`config.mk`:
```
export PLATFORM = sky130hd
export DESIGN_NAME = irnbb_fifo
export DESIGN_NICKNAME = d
export VERILOG_FILES = /design/src/rtl/image_resize_nearest_and_box_blur_defines.svh /design/src/rtl/irnbb_pkg.sv /design/src/rtl/irnbb_fifo.sv
export SDC_FILE = /design/constraint.sdc
export NUM_CORES = 1
export LEC_CHECK = 0
export ABC_AREA = 1
export BUFFER_PORTS_ARGS = -buffer_cell sky130_fd_sc_hd__buf_2
export CAP_MARGIN = 20
export CORE_MARGIN = 4
export CORE_UTILIZATION = 40
export CTS_BUF_LIST = sky130_fd_sc_hd__clkbuf_4 sky130_fd_sc_hd__clkbuf_8
export DETAILED_ROUTE_END_ITERATION = 12
export PLACE_DENSITY_LB_ADDON = 0.08
export REMOVE_ABC_BUFFERS = 1
export SLEW_MARGIN = 20
export SYNTH_ARGS = -nofsm -noshare
export SYNTH_HDL_FRONTEND = slang
export SYNTH_SLANG_ARGS = --single-unit
```
`constraint.sdc`:
```
create_clock -name clk_i -period 10.2 [get_ports clk_i]
set_input_delay 1.02 -clock clk_i [delete_from_list [all_inputs] [get_ports clk_i]]
set_output_delay 1.02 -clock clk_i [all_outputs]
set_load 0.005 [all_outputs]
```
`src/rtl/image_resize_nearest_and_box_blur_defines.svh`:
```
// assertion macros for the image scaler
`ifndef IMAGE_RESIZE_NEAREST_AND_BOX_BLUR_DEFINES_SVH
`define IMAGE_RESIZE_NEAREST_AND_BOX_BLUR_DEFINES_SVH

// condition implies consequence in the same cycle
`define IRNBB_ASSERT_NOW(lbl, ante, cons, msg) \
  lbl: assert property (@(posedge clk_i) disable iff (!rst_ni) (ante) |-> (cons)) else $error(msg);

// condition implies consequence in the next cycle
`define IRNBB_ASSERT_NEXT(lbl, ante, cons, msg) \
  lbl: assert property (@(posedge clk_i) disable iff (!rst_ni) (ante) |=> (cons)) else $error(msg);

`endif

```
`src/rtl/irnbb_pkg.sv`:
```
// shared types, codes and helpers for the image scaler
package irnbb_pkg;

  // largest image side in pixels
  localparam int MAX_DIM = 128;

  // register indexes
  localparam logic [2:0] CFG_SRC_W  = 3'd0;
  localparam logic [2:0] CFG_SRC_H  = 3'd1;
  localparam logic [2:0] CFG_DST_W  = 3'd2;
  localparam logic [2:0] CFG_DST_H  = 3'd3;
  localparam logic [2:0] CFG_MODE   = 3'd4;

  // scale modes
  localparam logic [1:0] MODE_NEAREST = 2'd0;
  localparam logic [1:0] MODE_BLUR    = 2'd1;
  localparam logic [1:0] MODE_POT     = 2'd2;

  // request function codes
  localparam logic FUNC_LOAD = 1'b0;
  localparam logic FUNC_OUT  = 1'b1;

  localparam int FIFO_DEPTH = 2;
  localparam int NUM_TAPS   = 5;

  typedef struct packed {
    logic        func;
    logic [31:0] pixel_word;
  } in_item_t;

  typedef struct packed {
    logic [7:0] byte0;
    logic [7:0] byte1;
    logic [7:0] byte2;
    logic [7:0] byte3;
    logic       last_pixel;
    logic [7:0] out_width;
    logic [7:0] out_height;
  } res_item_t;

  typedef struct packed {
    logic [7:0] src_width;
    logic [7:0] src_height;
    logic [7:0] dst_width;
    logic [7:0] dst_height;
    logic [1:0] scale_mode;
  } cfg_t;

  // classified work passed from front to back
  typedef struct packed {
    logic        is_load;
    logic [15:0] addr;
    logic [31:0] pixel;
    logic [7:0]  row;
    logic [7:0]  col;
    logic [8:0]  ow;
    logic [8:0]  oh;
    logic [8:0]  sw;
    logic [8:0]  sh;
    logic        blur;
    logic        last;
  } cmd_t;

  typedef struct packed {
    logic full;
    logic empty;
  } fifo_status_t;

  typedef struct packed {
    logic idle;
  } bk_status_t;

  typedef enum logic [2:0] {
    BK_IDLE,
    BK_MUL,
    BK_DIV,
    BK_READ,
    BK_FIN,
    BK_EMIT
  } back_state_e;

  // byte divided by five via reciprocal multiply, exact for 8-bit inputs
  function automatic logic [7:0] div5(input logic [7:0] b);
    logic [15:0] p;
    p = {8'd0, b} * 16'd205;
    return 8'(p >> 10);
  endfunction

endpackage

```
`src/rtl/irnbb_fifo.sv`:
```
// short command queue between front and back
module irnbb_fifo (
  input  logic                   clk_i,
  input  logic                   rst_ni,
  input  logic                   push_i,
  input  irnbb_pkg::cmd_t        wdata_i,
  input  logic                   pop_i,
  output irnbb_pkg::cmd_t        rdata_o,
  output irnbb_pkg::fifo_status_t status_o
);
  import irnbb_pkg::*;

  localparam int PW = $clog2(FIFO_DEPTH);
  localparam int CW = $clog2(FIFO_DEPTH + 1);

  cmd_t          ent_q [FIFO_DEPTH];
  logic [PW-1:0] wp_q, rp_q;
  logic [CW-1:0] cnt_q;

  assign status_o.full  = (cnt_q == CW'(FIFO_DEPTH));
  assign status_o.empty = (cnt_q == '0);
  assign rdata_o        = ent_q[rp_q];

  // entry storage
  always_ff @(posedge clk_i) begin
    if (push_i) ent_q[wp_q] <= wdata_i;
  end

  // pointers and fill count
  always_ff @(posedge clk_i or negedge rst_ni) begin
    if (!rst_ni) begin
      wp_q  <= '0;
      rp_q  <= '0;
      cnt_q <= '0;
    end else begin
      if (push_i) wp_q <= PW'(wp_q + 1'b1);
      if (pop_i)  rp_q <= PW'(rp_q + 1'b1);
      if (push_i && !pop_i) cnt_q <= CW'(cnt_q + 1'b1);
      else if (pop_i && !push_i) cnt_q <= CW'(cnt_q - 1'b1);
    end
  end

endmodule

```
==> results of run 1 <==
## worst max-delay path, cell delays in order, from the launching register on
cell	delay [ns]
dfrtp_4	0.93
buf_4	0.87
mux2_2	0.42
buf_2	0.13
## synthesized netlist by cell type
cell type,instances
nand3_1,1
buf_6,7
nand4_1,1
nor2_1,3
nand2_1,5
xor2_1,2
edfxtp_1,206
dfrtp_1,4
inv_1,7
mux2_4,60
buf_8,1
ha_1,1
buf_2,4
xnor2_1,1
mux2_2,43
## power groups by stage
stage / Clock, mW / Sequential (mW) / Combinational [mW]
2_1_floorplan: 0 / 1.28 / 0.455
3_3_place_gp: 0 / 1.25 / 0.714
3_5_place_dp: 0 / 1.26 / 0.720
4_1_cts: 0.750 / 1.24 / 0.722
5_1_grt: 0.791 / 1.25 / 0.761
6_report: 0.718 / 1.23 / 0.699
## final timing paths
kind                                from  depth (start not counted)           end  slack (ns)
max in group asynchronous         rst_ni                          1          rp_q        9.75
worst max register to register      wp_q                          3  ent_q[1][76]        8.03
min in group clk_i              cnt_q[1]                          2      cnt_q[1]        0.52
worst max-delay path                rp_q                          3   rdata_o[90]        6.27
worst min register to register  cnt_q[1]                          2      cnt_q[1]        0.52
worst min-delay path              rst_ni                          1      cnt_q[1]        0.32
## logic make-up after synthesis
| kind of cell | count (synthesis) | synth area share |
|---|---|---|
| xor+xnor | 3 | 0.003330 |
| fa+ha+maj | 1 | 0.001585 |
| buf+inv | 19 | 0.01776 |
| flops | 210 | 0.7966 |
| mux | 103 | 0.1755 |
| simple gates | 10 | 0.005232 |
## registers in the layout (all words and copies together), names as in the netlist
register	cells
ent_q	206
cnt_q	2
wp_q	1
rp_q	1
## metal layers
| metal | up-vias | share of wire | wire length (µm) | track usage |
|---|---|---|---|---|
| li1 | 1854 | - | - | - |
| met1 | 1897 | 0.39 | 5852 | 0.1572 |
| met2 | 143 | 0.51 | 7677 | 0.2257 |
| met3 | 28 | 0.079 | 1186 | 0.04906 |
| met4 | 0 | 0.022 | 326 | 0.05312 |
| met5 | - | 0 | 0 | 0 |
## metrics by stage
step / power, mW / cells / utilization / setup WS (ns) / cell area (µm²)
floorplan: 1.740 / 334 / - / 4.260 / 7777
global placement: 1.962 / 814 / 0.4732 / 6.765 / 9209
detailed placement: 1.976 / 814 / 0.4732 / 6.711 / 9209
CTS: 2.711 / 877 / 0.5088 / 6.140 / 9903
global route: 2.804 / 878 / 0.5090 / 6.055 / 9906
finish: 2.649 / 878 / 0.5090 / 6.273 / 9906
## layout make-up
type	instances	area share
antenna	1	0.0002526
clock buffer	56	0.06707
clock inverter	7	0.003031
inverter	7	0.002905
multi-input combinational	117	0.1487
sequential	210	0.6350
tap	265	0.03347
timing repair buffer	215	0.1096
==> flow_metrics.tcl, run 1 <==
set metrics [dict create \
    netlist_instances 346 \
    multi_input_area_um2 1473 \
    synth_cell_types 15 \
    vias 3922 \
    wl_um 15040 \
    place.gp.congestion 0.7546 \
    critPathLaunchType "flip-flop" \
    grt_pass1_wl_um 22900 \
    rsz0062_at_grt "no" \
    fmax_mhz 254.7 \
    seq_area_um2 6290 \
    cts_setup_buffers 0 \
    root_buffer "clkbuf_8" \
    internal_power_mw 1.950 \
    grt_pass1_vias 4309 \
    fin_skew_ns 0.01128 \
    cts-hold-fix-buffers 0 \
    fp.dieW_um 148.5 \
    initial_core_util 0.4055 \
    end_kind "primary output" \
    finalSetupTns_ns 0 \
    drc 0 \
    routed_via_density 4.467 \
    cts_made_buffers 37 \
    ant_nets 0 \
    place_hpwl_um 9678 \
    leakage_nw 3.937 \
    ys_ff_latch 210 \
    die_area_um2 22040 \
    clk-insertion-delay-late_ns 0.50 \
    holdWs_ns 0.3153 \
    hold_viol 0 \
    power_density_nw_per_um2 267.4 \
    finalCritPeriodShare 0.3850 \
    drv_cap 0 \
    firstDrtPassIters 4 \
    rows 51 \
    worstMarginPinSlew_ns 0.9781 \
    port_buffers 211 \
    avgSynthCellArea_um2 22.81 \
    path_class "flip-flop to primary output" \
    syn2layout_area_growth_pct 25.53 \
    clkPwrFrac 0.271 \
    overflow 0 \
    min_path_type "primary input to asynchronous set/reset pin" \
    coreArea_um2 19460 \
    synth_top_area_cell "edfxtp_1" \
    ios 212 \
    antenna_found_initial 1 \
    synth_top_cell_area_share 0.7839 \
    clockBufferDepth 3 \
    clk_pin_slew_ns 0.06 \
    h-tree-depth 2 \
    sw_frac_of_total 0.2637 \
    yosysSeqAreaShare 0.7966 \
    cts_resized 0 \
    grt_max_degree 62 \
    relSlewSlack 0.3479 \
    outcome "finished clean" \
    required_ns 9.18 \
    post_drt_wl_per_cell_um 17.13 \
    worstPathArrival_ns 2.91 \
    die_h_um 148.5 \
    grtUsageTotal 0.1343 \
    finalCriticalPeriod_ns 3.927 \
    syn_area_um2 7891 \
    setup_viol 0 \
    cts_tree "yes" \
    final_cell_mix "buf_2, edfxtp_1, mux2_4" \
    ys_warn_count 0 \
    drive_gt1_frac 0.6176 \
    final_common_cell "buf_2" \
    synth_area_leaders "edfxtp_1, mux2_4, mux2_2, dfrtp_1, buf_6" \
    first_iter_violations 185 \
    fillers 1660 \
    drv_slew 0 \
    nNetsFinal 696 \
    p_seq_frac 0.465 \
    p_sw_uw 698.4 \
    clkSinkCount 210 \
    ir_worst_vdd_v 0.0001261 \
    crit_fanout 61 \
    power_frac_comb 0.264 \
]
(Power assumes the default switching activity.)
==> run 2: changes to the inputs <==
==> constraint.sdc (replaced) <==
create_clock -name clk_i -period 4.1 [get_ports clk_i]
set_input_delay 0.41 -clock clk_i [delete_from_list [all_inputs] [get_ports clk_i]]
set_output_delay 0.41 -clock clk_i [all_outputs]
set_load 0.005 [all_outputs]
==> flow_metrics.tcl, run 2 (synthesis results as in run 1) <==
set metrics [dict create \
    r2r-start "wp_q" \
    worstMarginPinSlew_ns 0.7936 \
    worst_slack_ns 1.581 \
    max_stage_delay_ns 0.61 \
    crit_fanout 44 \
    post_drt_wl_per_cell_um 17.13 \
    root_buffer "clkbuf_8" \
    place.gp.congestion 0.7363 \
    wl_um 14950 \
    worstPathArrival_ns 2.11 \
    clk-insertion-delay-late_ns 0.50 \
    final_cell_area_um2 9866 \
    syn2layout_area_growth_pct 25.02 \
    fp.dieW_um 148.5 \
    hold_viol 0 \
    drv_slew 0 \
    outcome "finished clean" \
    dpl_cell_area_um2 9236 \
    power_density_nw_per_um2 657.8 \
    critPathLaunchType "flip-flop" \
    required_ns 3.69 \
    ir_worst_vdd_v 0.0004748 \
    nNetsFinal 697 \
    rows 51 \
    port_buffers 211 \
    dp_cells 816 \
    top_register "ent_q" \
    largest_register_ffs 206 \
    hold_path.startpoint "wdata_i[92]" \
    top_regs "ent_q: 206 flops, cnt_q: 2 flops" \
    die_area_um2 22040 \
    finalCriticalPeriod_ns 2.519 \
    cts_setup_buffers 0 \
    firstDrtPassIters 4 \
    place_hpwl_um 9543 \
    instances_no_fill 873 \
    grtUsageTotal 0.1311 \
    overflow 0 \
    cts_tree "yes" \
    die_h_um 148.5 \
    ant_nets 0 \
    leakage_nw 3.916 \
    place_ws_ns 1.998 \
    clockBufferDepth 3 \
    fin_skew_ns 0.009908 \
    first_iter_violations 193 \
    setup_viol 0 \
    cts_made_buffers 35 \
    final_common_cell "buf_2" \
    drv_cap 0 \
    fmax_mhz 397.0 \
    crit_chain "buf_4, mux2_2, buf_2" \
    hold_end "ent_q[0][92]" \
    h-tree-depth 2 \
    ff2ff_path_depth 3 \
    min_path_type "primary input to flip-flop" \
    end_kind "primary output" \
    path_class "flip-flop to primary output" \
    grt_pass1_vias 4280 \
    antenna_found_initial 4 \
    relSlewSlack 0.4709 \
    crit_slowest_cell "buf_4" \
    ios 212 \
    clkSinkCount 210 \
    initial_core_util 0.4055 \
    final_cell_mix "buf_2, edfxtp_1, mux2_4" \
    r2r-end "ent_q[1][50]" \
    grt_max_degree 61 \
    holdWs_ns 0.09850 \
    rsz0062_at_grt "no" \
    whs_path_depth 1 \
    n_antenna_cell 0 \
    finalCritPeriodShare 0.6144 \
    drc 0 \
    coreArea_um2 19460 \
    routed_via_density 4.517 \
    drive_gt1_frac 0.6102 \
    r2r_slack_ns 2.17 \
    clk_pin_slew_ns 0.06 \
    grt_pass1_wl_um 22530 \
    vias 3943 \
]
run 2: cell type report:
type	count	area, µm²
fillers	1641	9597
flip-flops and latches	210	6290
multi-input cells	117	1473
repair buffers	218	1124
clock buffers	47	584.3
well taps	265	331.6
clock inverters	9	35.03
inverters	7	28.78
run 2: layer usage:
| metal | global-route usage | up-vias | wire length [µm] |
|---|---|---|---|
| met3 | 0.04814 | 37 | 1113 |
| met2 | 0.2153 | 136 | 7438 |
| li1 | - | 1846 | - |
| met5 | 0 | - | 48 |
| met1 | 0.1565 | 1916 | 6011 |
| met4 | 0.05497 | 8 | 342 |
run 2: worst max-delay path by stage:
| stage | cells after the start | start | endpoint |
|---|---|---|---|
| finish | 3 | rp_q | rdata_o[86] |
| global route | 3 | rp_q | rdata_o[96] |
| CTS | 3 | rp_q | rdata_o[100] |
| detailed placement | 4 | push_i | ent_q[1][25] |
| global placement | 4 | push_i | ent_q[1][27] |
| floorplan | 2 | push_i | ent_q[0][0] |
run 2: what timing repair did:
item,CTS,global route
gates resized for setup,0,0
hold buffers,1,0
endpoints found under the hold margin,4,0
run 2: stage by stage:
step | util | power [mW] | TNS (ns)
floorplan | - | 4.329 | -126.64
global placement | 0.4746 | 4.912 | 0
detailed placement | 0.4746 | 4.937 | 0
CTS | 0.5069 | 6.636 | 0
global route | 0.5069 | 6.858 | 0
finish | 0.5069 | 6.490 | 0
run 2: worst max-delay path: cells and delay by family (launching register included):
kind | cells | cell delay, ns
mux | 1 | 0.41
buf+inv | 2 | 0.73
flops | 1 | 0.42
run 2: power by group:
part	switching, mW	internal, mW	total [mW]
Clock	0.742	0.912	1.65
Sequential	0.100	2.86	2.96
Combinational	0.893	0.987	1.88
==> run 3: changes to the inputs <==
--- a/config.mk
+++ b/config.mk
@@ -5,7 +5,7 @@
 export SDC_FILE = /design/constraint.sdc
 export NUM_CORES = 1
 export LEC_CHECK = 0
-export ABC_AREA = 1
+export ABC_AREA = 0
 export BUFFER_PORTS_ARGS = -buffer_cell sky130_fd_sc_hd__buf_2
 export CAP_MARGIN = 20
 export CORE_MARGIN = 4
==> constraint.sdc (replaced) <==
create_clock -name clk_i -period 2.3 [get_ports clk_i]
set_input_delay 0.23 -clock clk_i [delete_from_list [all_inputs] [get_ports clk_i]]
set_output_delay 0.23 -clock clk_i [all_outputs]
set_load 0.005 [all_outputs]
==> flow_metrics.tcl, run 3 <==
set metrics [dict create \
    outcome "finished clean" \
    synthFlopType "edfxtp_1" \
    hold_viol 0 \
    antenna_found_initial 0 \
    clkPwrFrac 0.267 \
    first_iter_violations 181 \
    drv_slew 0 \
    grtUsageTotal 0.1413 \
    root_buffer "clkbuf_8" \
    place_hpwl_um 9867 \
    synth_edf_count 206 \
    synth_cell_types 14 \
    synth_area_leaders "edfxtp_1, mux2_4, mux2_2, dfrtp_1, buf_6" \
    grt_pass1_wl_um 24140 \
    grt_pass1_vias 4719 \
    crit_chain "buf_12, mux2_2, buf_2" \
    top_register "ent_q" \
    worstMarginPinSlew_ns 0.3960 \
    final_common_cell "buf_2" \
    port_buffers 211 \
    ys_ff_latch 210 \
    post_drt_wl_per_cell_um 16.31 \
    crit_slowest_cell "dfrtp_4" \
    clockBufferDepth 3 \
    finalCriticalPeriod_ns 2.147 \
    place.gp.congestion 0.6934 \
    multi_input_area_um2 1478 \
    min_path_type "primary input to asynchronous set/reset pin" \
    path_class "flip-flop to primary output" \
    drv_cap 0 \
    syn2layout_area_growth_pct 41.20 \
    leakage_nw 4.432 \
    syn_area_um2 7871 \
    fp.dieW_um 148.3 \
    rsz0062_at_grt "no" \
    sw_frac_of_total 0.2605 \
    synth_top_cell_area_share 0.7859 \
    worst_slack_ns 0.1533 \
    fillers 1593 \
    place_ws_ns 0.4638 \
    worstPathArrival_ns 1.92 \
    final_cell_area_um2 11110 \
    critPathLaunchType "flip-flop" \
    synthArstFlopShare 0.01905 \
    dpl_cell_area_um2 9321 \
    largest_register_ffs 206 \
    fmax_mhz 465.8 \
    clk-insertion-delay-late_ns 0.49 \
    initial_core_util 0.4058 \
    routed_via_density 4.396 \
    setup_viol 0 \
    cts_resized 0 \
    relSlewSlack 0.7360 \
    die_h_um 148.3 \
    coreArea_um2 19400 \
    drc 0 \
    synth.most_common_cell "edfxtp_1" \
    crit_fanout 22 \
    netlist_instances 337 \
    h-tree-depth 2 \
    vias 4295 \
    die_area_um2 21990 \
    ys_warn_count 0 \
    nNetsFinal 799 \
    seq_area_um2 6290 \
    n_antenna_cell 0 \
    ir_worst_vdd_v 0.0006213 \
    yosysSeqAreaShare 0.7986 \
    clkSinkCount 210 \
    final_cell_mix "buf_2, edfxtp_1, dlygate4sd3_1" \
    top_regs "ent_q: 206 flops, cnt_q: 2 flops" \
    wl_um 15940 \
    power_density_nw_per_um2 1103 \
    firstDrtPassIters 4 \
    p_seq_frac 0.437 \
    overflow 0 \
    drive_gt1_frac 0.5393 \
    power_frac_comb 0.297 \
    cts_made_buffers 36 \
    cp_num_buf_inv 2 \
    critical_path.top_delay_family "flip-flops" \
    ios 212 \
    clk_pin_slew_ns 0.06 \
    rows 51 \
    cts_tree "yes" \
    internal_power_mw 9.063 \
    required_ns 2.07 \
    fin_skew_ns 0.004145 \
    finalCritPeriodShare 0.9333 \
    max_stage_delay_ns 0.68 \
    end_kind "primary output" \
    synth_top_area_cell "edfxtp_1" \
    ant_nets 0 \
    grt_max_degree 53 \
    avgSynthCellArea_um2 23.36 \
    synthTopCellsByCount "edfxtp_1, mux2_4, mux2_2" \
    p_sw_mw 3.193 \
]
[run 3: cell types whose count changed in the layout (fill, tap and decap cells not counted), sizes merged]
cell / change
nand3: -1
nor2b: +2
clkbuf: +8
dlygate4sd3: +105
nor2: -1
and2: +1
inv: -6
clkinv: -6
nand4: -1
xor2: +2
buf: +5
bufinv: +1
nand2: -5
[run 3: logic make-up (layout without fill, tap and decap cells)]
logic type | count (synthesis) | count (layout) | synth area share
simple gates | 5 | 5 | 0.003339
fa+ha+maj | 1 | 1 | 0.001589
xor+xnor | 5 | 5 | 0.005563
buf+inv | 13 | 388 | 0.01494
mux | 103 | 103 | 0.1760
flops | 210 | 210 | 0.7986
[run 3: repair_timing]
item,CTS,global route
setup buffers,1,0
endpoints found under the setup margin,78,0
hold buffers,106,0
endpoints found under the hold margin,212,0
[run 3: layout make-up]
class / instances / area share
sequential: 210 / 0.5659
timing repair buffer: 328 / 0.2076
multi-input combinational: 114 / 0.1330
clock buffer: 55 / 0.05966
tap: 265 / 0.02983
clock inverter: 4 / 0.003715
inverter: 1 / 0.0003377
[run 3: metal layers]
layer  GRT usage  part of all wire
met1      0.1587              0.39
met2      0.2473              0.51
met3     0.05576             0.076
met4     0.04573             0.017
met5           0                 0
[run 3: through the flow]
step	power [mW]	std cells	util	hold slack, ns	TNS (ns)
global route	12.92	977	0.5729	0.03946	0
global placement	8.895	811	0.4805	0.05142	0
finish	12.26	977	0.5729	0.07869	0
detailed placement	8.948	811	0.4805	0.05410	0
CTS	12.51	977	0.5729	0.04127	0
floorplan	7.349	325	-	-0.06559	-591.78
[run 3: path summary, 6_finish.rpt]
path | endpoint | startpoint | cells after the start | slack, ns
worst max-delay path | rdata_o[87] | rp_q | 3 | 0.15
worst min-delay path | wp_q | rst_ni | 2 | 0.08
worst max register to register | ent_q[1][45] | wp_q | 2 | 0.93
worst min register to register | cnt_q[1] | cnt_q[1] | 1 | 0.49
max in group asynchronous | rp_q | rst_ni | 2 | 2.07
min in group clk_i | ent_q[0][91] | wdata_i[91] | 2 | 0.46
[run 3: power by group through the flow]
stage	Combinational [mW]	Sequential [mW]	Clock, mW
6_report	3.64	5.35	3.27
2_1_floorplan	1.72	5.63	0
3_3_place_gp	3.44	5.46	0
3_5_place_dp	3.45	5.50	0
4_1_cts	3.74	5.37	3.40
5_1_grt	3.92	5.42	3.58
